`src/hw/rtl/stp_pkg.sv`:
```
// Shared constants and types for the scatter point to pixel mapper.
`default_nettype none

package stp_pkg;

  localparam int SCREEN_WIDTH = 128;
  localparam int ROW_OFFSET   = 32;

  localparam int COORD_W = 24;
  localparam int COL_W   = 7;
  localparam int ROW_W   = 8;

  // The quotient is below SCREEN_WIDTH, so this many bits hold it.
  localparam int QUO_W = (SCREEN_WIDTH > 1) ? $clog2(SCREEN_WIDTH) : 1;
  // The scaled offset is below divisor * 2^QUO_W.
  localparam int REM_W = COORD_W + QUO_W;
  localparam int ROW_SUM_W = $clog2(ROW_OFFSET + SCREEN_WIDTH + 1) + ROW_W;

  localparam int CFG_IDX_W = 2;

  typedef enum logic [CFG_IDX_W-1:0] {
    REG_X_MIN = 2'd0,
    REG_X_MAX = 2'd1,
    REG_Y_MIN = 2'd2,
    REG_Y_MAX = 2'd3
  } cfg_reg_t;

  typedef struct packed {
    logic             valid;
    logic             last;
    logic             in_win;
    logic [REM_W-1:0] rem_x;
    logic [REM_W-1:0] rem_y;
    logic [QUO_W-1:0] quo_x;
    logic [QUO_W-1:0] quo_y;
  } cell_t;

endpackage

`default_nettype wire

```
`src/hw/rtl/stp_div_cell.sv`:
```
// One restoring-division cell: resolves one quotient bit for both axes.
`default_nettype none

module stp_div_cell
  import stp_pkg::*;
(
  input  wire logic             clk,
  input  wire logic             rst,
  input  wire logic             en,
  input  wire logic [REM_W-1:0] dom_hi,
  input  wire logic [REM_W-1:0] rng_hi,
  input  wire cell_t            cell_in,
  output cell_t                 cell_out
);

  logic             ge_x;
  logic             ge_y;
  logic [REM_W-1:0] diff_x;
  logic [REM_W-1:0] diff_y;
  cell_t            cell_next;

  always_comb begin
    ge_x   = (cell_in.rem_x >= dom_hi);
    ge_y   = (cell_in.rem_y >= rng_hi);
    diff_x = ge_x ? (cell_in.rem_x - dom_hi) : cell_in.rem_x;
    diff_y = ge_y ? (cell_in.rem_y - rng_hi) : cell_in.rem_y;

    cell_next        = cell_in;
    // After a subtract the remainder is below the shifted divisor: no bit drops.
    cell_next.rem_x  = diff_x << 1;
    cell_next.rem_y  = diff_y << 1;
    cell_next.quo_x  = QUO_W'({cell_in.quo_x, ge_x});
    cell_next.quo_y  = QUO_W'({cell_in.quo_y, ge_y});
  end

  always_ff @(posedge clk) begin
    if (rst) begin
      cell_out.valid <= 1'b0;
    end else if (en) begin
      cell_out <= cell_next;
    end
  end

endmodule

`default_nettype wire

```
`src/hw/rtl/scatter_point_to_pixel.sv`:
```
// Top level of the scatter point to pixel mapper.
`default_nettype none

// Maps a stream of signed fixed-point points (x, y) to screen pixels of a
// scatter plot. A point strictly inside the configured window yields
// column = (x - x_min) * SCREEN_WIDTH / (x_max - x_min) and
// row = 32 + SCREEN_WIDTH - (y - y_min) * SCREEN_WIDTH / (y_max - y_min),
// both truncated; any other point comes out with in_bounds low and zero
// coordinates. One word enters per clock and one leaves per clock while
// the output is not stalled. A word accepted at the input passes, in order,
// an entry register that tests the window and scales the offsets (loaded at
// the accepting edge), a row of QUO_W division cells that each settle one
// quotient bit for both axes, and an output register.
// A stalled output holds the whole row in place. Write the window
// registers only while no word is in flight; a word may follow a write in
// the next cycle.
module scatter_point_to_pixel
  import stp_pkg::*;
(
  input  wire logic                 clk,
  input  wire logic                 rst,

  // Window register write port.
  input  wire logic                 cfg_wr_en,
  input  wire logic [CFG_IDX_W-1:0] cfg_addr,
  input  wire logic [COORD_W-1:0]   cfg_wdata,

  // Point input.
  input  wire logic                 s_tvalid,
  output logic                      s_tready,
  input  wire logic [47:0]          s_tdata,   // point_x[23:0], point_y[47:24]
  input  wire logic                 s_tlast,   // set_end

  // Pixel output.
  output logic                      m_tvalid,
  input  wire logic                 m_tready,
  output logic [15:0]               m_tdata,   // pixel_column[6:0], pixel_row[14:7], zero
  output logic                      m_tuser,   // in_bounds
  output logic                      m_tlast    // set_end_out
);

  // Window registers.
  logic signed [COORD_W-1:0] x_min;
  logic signed [COORD_W-1:0] x_max;
  logic signed [COORD_W-1:0] y_min;
  logic signed [COORD_W-1:0] y_max;

  always_ff @(posedge clk) begin
    if (rst) begin
      x_min <= COORD_W'(0);
      x_max <= COORD_W'(1000);
      y_min <= COORD_W'(0);
      y_max <= COORD_W'(1000);
    end else if (cfg_wr_en) begin
      unique case (cfg_reg_t'(cfg_addr))
        REG_X_MIN: x_min <= cfg_wdata;
        REG_X_MAX: x_max <= cfg_wdata;
        REG_Y_MIN: y_min <= cfg_wdata;
        REG_Y_MAX: y_max <= cfg_wdata;
        default:   ;
      endcase
    end
  end

  // Divisors, aligned to the top quotient bit. Registered so the cells see
  // only a compare and subtract; they are only meaningful for a valid window.
  logic signed [COORD_W:0] dom_wide;
  logic signed [COORD_W:0] rng_wide;
  logic [REM_W-1:0]        dom_hi;
  logic [REM_W-1:0]        rng_hi;

  assign dom_wide = {x_max[COORD_W-1], x_max} - {x_min[COORD_W-1], x_min};
  assign rng_wide = {y_max[COORD_W-1], y_max} - {y_min[COORD_W-1], y_min};

  always_ff @(posedge clk) begin
    dom_hi <= REM_W'(dom_wide[COORD_W-1:0]) << (QUO_W - 1);
    rng_hi <= REM_W'(rng_wide[COORD_W-1:0]) << (QUO_W - 1);
  end

  // Global advance: the row moves whenever the output slot is free or taken.
  logic advance;
  assign advance  = !m_tvalid || m_tready;
  assign s_tready = advance;

  // Entry stage: window test and scaling by the screen width.
  logic signed [COORD_W-1:0] px;
  logic signed [COORD_W-1:0] py;
  logic signed [COORD_W:0]   dx_wide;
  logic signed [COORD_W:0]   dy_wide;
  logic                      in_win;
  cell_t                     entry_next;

  assign px = s_tdata[COORD_W-1:0];
  assign py = s_tdata[2*COORD_W-1:COORD_W];

  assign dx_wide = {px[COORD_W-1], px} - {x_min[COORD_W-1], x_min};
  assign dy_wide = {py[COORD_W-1], py} - {y_min[COORD_W-1], y_min};

  always_comb begin
    in_win = (px > x_min) && (px < x_max) && (py > y_min) && (py < y_max);
    entry_next        = '0;
    entry_next.valid  = s_tvalid;
    entry_next.last   = s_tlast;
    entry_next.in_win = in_win;
    // Drop the offsets of an outside point so the quotient comes out zero.
    if (in_win) begin
      entry_next.rem_x = REM_W'(dx_wide[COORD_W-1:0]) * REM_W'(SCREEN_WIDTH);
      entry_next.rem_y = REM_W'(dy_wide[COORD_W-1:0]) * REM_W'(SCREEN_WIDTH);
    end
  end

  cell_t stage [0:QUO_W];

  always_ff @(posedge clk) begin
    if (rst) begin
      stage[0].valid <= 1'b0;
    end else if (advance) begin
      stage[0] <= entry_next;
    end
  end

  // Division row: cell k settles quotient bit QUO_W-1-k.
  for (genvar k = 0; k < QUO_W; k++) begin : g_cell
    stp_div_cell u_cell (
      .clk      (clk),
      .rst      (rst),
      .en       (advance),
      .dom_hi   (dom_hi),
      .rng_hi   (rng_hi),
      .cell_in  (stage[k]),
      .cell_out (stage[k+1])
    );
  end

  // Output stage: form column and row, zero both for an outside point.
  cell_t                  tail;
  logic [QUO_W+COL_W-1:0] col_wide;
  logic [ROW_SUM_W-1:0]   row_sum;
  logic [COL_W-1:0]       col_next;
  logic [ROW_W-1:0]       row_next;

  assign tail = stage[QUO_W];

  always_comb begin
    col_wide = (QUO_W+COL_W)'(tail.quo_x);
    row_sum  = ROW_SUM_W'(ROW_OFFSET + SCREEN_WIDTH) - ROW_SUM_W'(tail.quo_y);
    col_next = tail.in_win ? col_wide[COL_W-1:0] : '0;
    row_next = tail.in_win ? row_sum[ROW_W-1:0]  : '0;
  end

  always_ff @(posedge clk) begin
    if (rst) begin
      m_tvalid <= 1'b0;
    end else if (advance) begin
      m_tvalid <= tail.valid;
      m_tdata  <= {1'b0, row_next, col_next};
      m_tuser  <= tail.in_win;
      m_tlast  <= tail.last;
    end
  end

  // An inside point never yields a quotient at or beyond the screen width.
  a_quo_range : assert property (@(posedge clk) disable iff (rst)
    tail.valid && tail.in_win |->
      (tail.quo_x < SCREEN_WIDTH) && (tail.quo_y < SCREEN_WIDTH))
    else $error("quotient beyond screen width");

  // An outside point reaches the end of the row with an empty quotient on
  // every axis whose window is not empty; a zero divisor sets every bit.
  a_outside_zero : assert property (@(posedge clk) disable iff (rst)
    tail.valid && !tail.in_win |->
      ((tail.quo_x == '0) || (dom_hi == '0)) &&
      ((tail.quo_y == '0) || (rng_hi == '0)))
    else $error("outside point carries a quotient");

  // An outside word leaves with zero coordinates.
  a_out_zero : assert property (@(posedge clk) disable iff (rst)
    m_tvalid && !m_tuser |-> (m_tdata == '0))
    else $error("outside word has nonzero coordinates");

  // A word accepted at the entry is loaded into the entry register by the advance that takes it.
  a_entry_flow : assert property (@(posedge clk) disable iff (rst)
    s_tvalid && s_tready |=> stage[0].valid)
    else $error("accepted word lost at entry stage");

endmodule

`default_nettype wire
```
`config.mk`:
```
export PLATFORM = sky130hd
export DESIGN_NAME = scatter_point_to_pixel
export DESIGN_NICKNAME = d
export VERILOG_FILES = /design/src/hw/rtl/stp_pkg.sv /design/src/hw/rtl/stp_div_cell.sv /design/src/hw/rtl/scatter_point_to_pixel.sv
export SDC_FILE = /design/constraint.sdc
export NUM_CORES = 2
export LEC_CHECK = 0
export BUFFER_PORTS_ARGS = -buffer_cell sky130_fd_sc_hd__buf_2
export CORE_ASPECT_RATIO = 0.9
export CORE_UTILIZATION = 45
export CTS_CLUSTER_DIAMETER = 120
export CTS_CLUSTER_SIZE = 8
export DETAILED_ROUTE_END_ITERATION = 10
export SLEW_MARGIN = 10
export SYNTH_ARGS = -nofsm -noshare
export SYNTH_HDL_FRONTEND = slang
export SYNTH_SLANG_ARGS = --single-unit
```
`constraint.sdc`:
```
create_clock -name clk -period 24.6 [get_ports clk]
set_input_delay 4.92 -clock clk [delete_from_list [all_inputs] [get_ports clk]]
set_output_delay 4.92 -clock clk [all_outputs]
set_load 0.005 [all_outputs]
```
==> flow_summary_export.csv <==
group,metric,value,unit
outcome,status,"complete, no violations",
power,powerDensity,134,nW/µm²
power,p_leak,18.4,nW
synthesis,async_flop_share,0,%
floorplan,die_w,321,µm
power,ir_drop,0.0722,mV
route,vias,31051,
synthesis,synth_area_leader_cell,"edfxtp_1",
floorplan,die-area,93000,µm²
cts,clockBufferDepth,3,
floorplan,core,91000,µm²
floorplan,num_io_pins,100,
layout,final_area,45400,µm²
placement,dpl_cell_area,43100,µm²
cts,postCtsResizedCells,0,
critical_path,critPathArrivalTime,6.37,ns
critical_path,path_class,"input pin to output pin",
synthesis,synth_cells,4336,
sta,finalSetupViolCount,0,
sta,grt_setup_unrepaired,"no",
synthesis,synth_edf_count,425,
floorplan,fp-row-count,105,
global_route,grt_pass1_vias,29413,
floorplan,die_y,289,µm
cts,clk_latency,0.65,ns
route,avgViaCountPerCell,5.46,
sta,hold_viol,0,
floorplan,initial_core_util,45.4,%
route,wl_per_cell,16.7,µm
run,max_cap_viol_count,0,
layout,fin_cells,5692,
route,drt_iter0_markers,1688,
global_route,overflow,0,
layout,final_nets,5003,
sta,finalCriticalPeriod,11.29,ns
cts,cts_tree,"yes",
global_route,grt_max_degree,212,
route,wl,95300,µm
placement,portBuffers,98,
placement,dp_hpwl,73300,µm
global_route,grt_usage,20.2,%
synthesis,synth_cell_types,90,
synthesis,synth-main-ff-cell,"edfxtp_1",
sta,skew,0.0384,ns
synthesis,ys_ff_latch,578,
cts,cts_setup_buffers,0,
synthesis,synth_area_per_cell,9.53,µm²
layout,nFillCells,8563,
cts,clkTransAtPathRegs,0.05,ns
placement,dpl.cell_count,5578,
cts,holdBufCountCts,0,
critical_path,cp-end-kind,"output pin",
synthesis,netlist_area,41300,µm²
sta,max_freq,88.6,MHz
cts,cts_sinks,578,
critical_path,worstPathRequired,19.68,ns
global_route,grt_pass1_wl,151000,µm
synthesis,synth_area_leaders,"edfxtp_1 (31%), ha_1 (14%), dfxtp_1 (7.4%)",
route,drc_errors,0,
synthesis,syn_nets,4907,
placement,gp_congestion,0.930,
hold_path,hp-class,"register to register",
layout,most-common-layout-cells,"ha_1 (475), nand2_1 (446), edfxtp_1 (425)",
sta,finalSetupTns,0,ns
critical_path,cp-start-kind,"input pin",
layout,final_common_cell,"ha_1",
synthesis,ys_warn_count,0,
global_route,grt_antenna_before_repair,1,
synthesis,netlist.area_leader.share,30.9,%
sta,period_share,45.9,%
sta,slew_viol_final,0,
cts,h-tree-depth,3,
power,p_total,0.00606,W
synthesis,yosysSeqAreaShare,38.3,%
critical_path,cp_max_fo,11,
route,drt_pass1_iterations,6,
sta,worstMarginPinSlew,1.13,ns
sta,relSlewSlack,22.8,%
layout,drive_gt1_share,8.11,%
cts,numCtsBuffers,82,
route,ant_nets,0,
cts,cts_root_buffer,"clkbuf_16",
layout,syn_to_final_growth,9.86,%
layout,antenna_cells,0,
[cell families (layout without fill, tap and decap cells)]
logic type	count (synthesis)	after routing	share of synthesized area (%)
AO/OA/AOI/OAI	1236	1236	19.0
XOR/XNOR	297	297	6.30
adder cells (fa/ha/maj)	491	491	15.2
other	1	1	0.00908
buffers and inverters	356	482	3.40
flip-flops	578	578	38.3
multiplexers	136	136	3.83
AND/OR/NAND/NOR	1241	1241	14.0
[critical path: stages]
cell	delay (ns)
buf_2	0.09
nor2b_1	0.64
clkinv_1	0.47
buf_2	0.25
[where the power goes]
| group | total (W) | leakage (nW) | switching [W] | internal [W] |
|---|---|---|---|---|
| logic | 0.00334 | 11.9 | 0.00181 | 0.00153 |
| registers | 0.00169 | 5.45 | 0.000147 | 0.00154 |
| clock network | 0.00103 | 1.10 | 0.000419 | 0.000613 |
| total | 0.00606 | 18.4 | 0.00238 | 0.00368 |
[cell usage after synthesis, drive strengths merged, types with 16 or more instances]
cell	number
nor3	61
o21bai	36
o31a	25
xnor2	192
fa	16
a21o	140
ha	475
a211oi	49
buf	31
and2	34
o21ai	251
o21a	86
o211ai	19
nor2b	54
or3	22
a211o	24
dfxtp	153
nand4	51
nor2	319
xor2	105
a31oi	35
clkbuf	73
o31ai	32
edfxtp	425
mux2	126
nand2	446
nand3	80
inv	251
nor4	16
and3	31
a21oi	420
nand2b	65
[registers in the layout (all words and copies together) (netlist names)]
register	flops
y_min	24
m_tlast	1
m_tvalid	1
x_min	24
stage	51
x_max	24
y_max	24
rng_hi	24
dom_hi	24
m_tuser	1
g_cell.u_cell.cell_out	365
m_tdata	15
[through the flow]
stage                     util [%]  setup WS [ns]  hold WS, ns
after floorplan                  -          0.482        0.400
after global placement        47.4          13.38        0.401
after detailed placement      47.4          13.33        0.405
after CTS                     49.9          13.34        0.408
after global routing          49.9          13.10        0.413
final                         49.9          13.31        0.408
[path summary, 6_finish.rpt]
kind / start / endpoint / slack, ns / cells after the start
worst max-delay path: m_tready / s_tready / 13.31 / 4
worst min-delay path: g_cell[5].u_cell.cell_out[0] / g_cell[6].u_cell.cell_out[1] / 0.41 / 0
worst max register to register: dom_hi[7] / g_cell[3].u_cell.cell_out[59] / 19.89 / 11
worst min register to register: g_cell[5].u_cell.cell_out[0] / g_cell[6].u_cell.cell_out[1] / 0.41 / 0
[final cells by class]
cell class	instances	area (µm²)	area share [%]
Multi-Input combinational cell	3402	24200	53.2
Sequential cell	578	15800	34.9
Clock buffer	108	2190	4.83
Tap cell	1230	1540	3.39
Inverter	252	946	2.08
Timing Repair Buffer	116	653	1.44
Clock inverter	6	75.1	0.165
[layer usage]
layer / global-route usage, % / wire length, µm
met1: 28.4 / 47300
met2: 31.5 / 41100
met3: 2.68 / 3520
met4: 7.85 / 3330
met5: 0 / 13
Power figures use the tool's default switching activity.
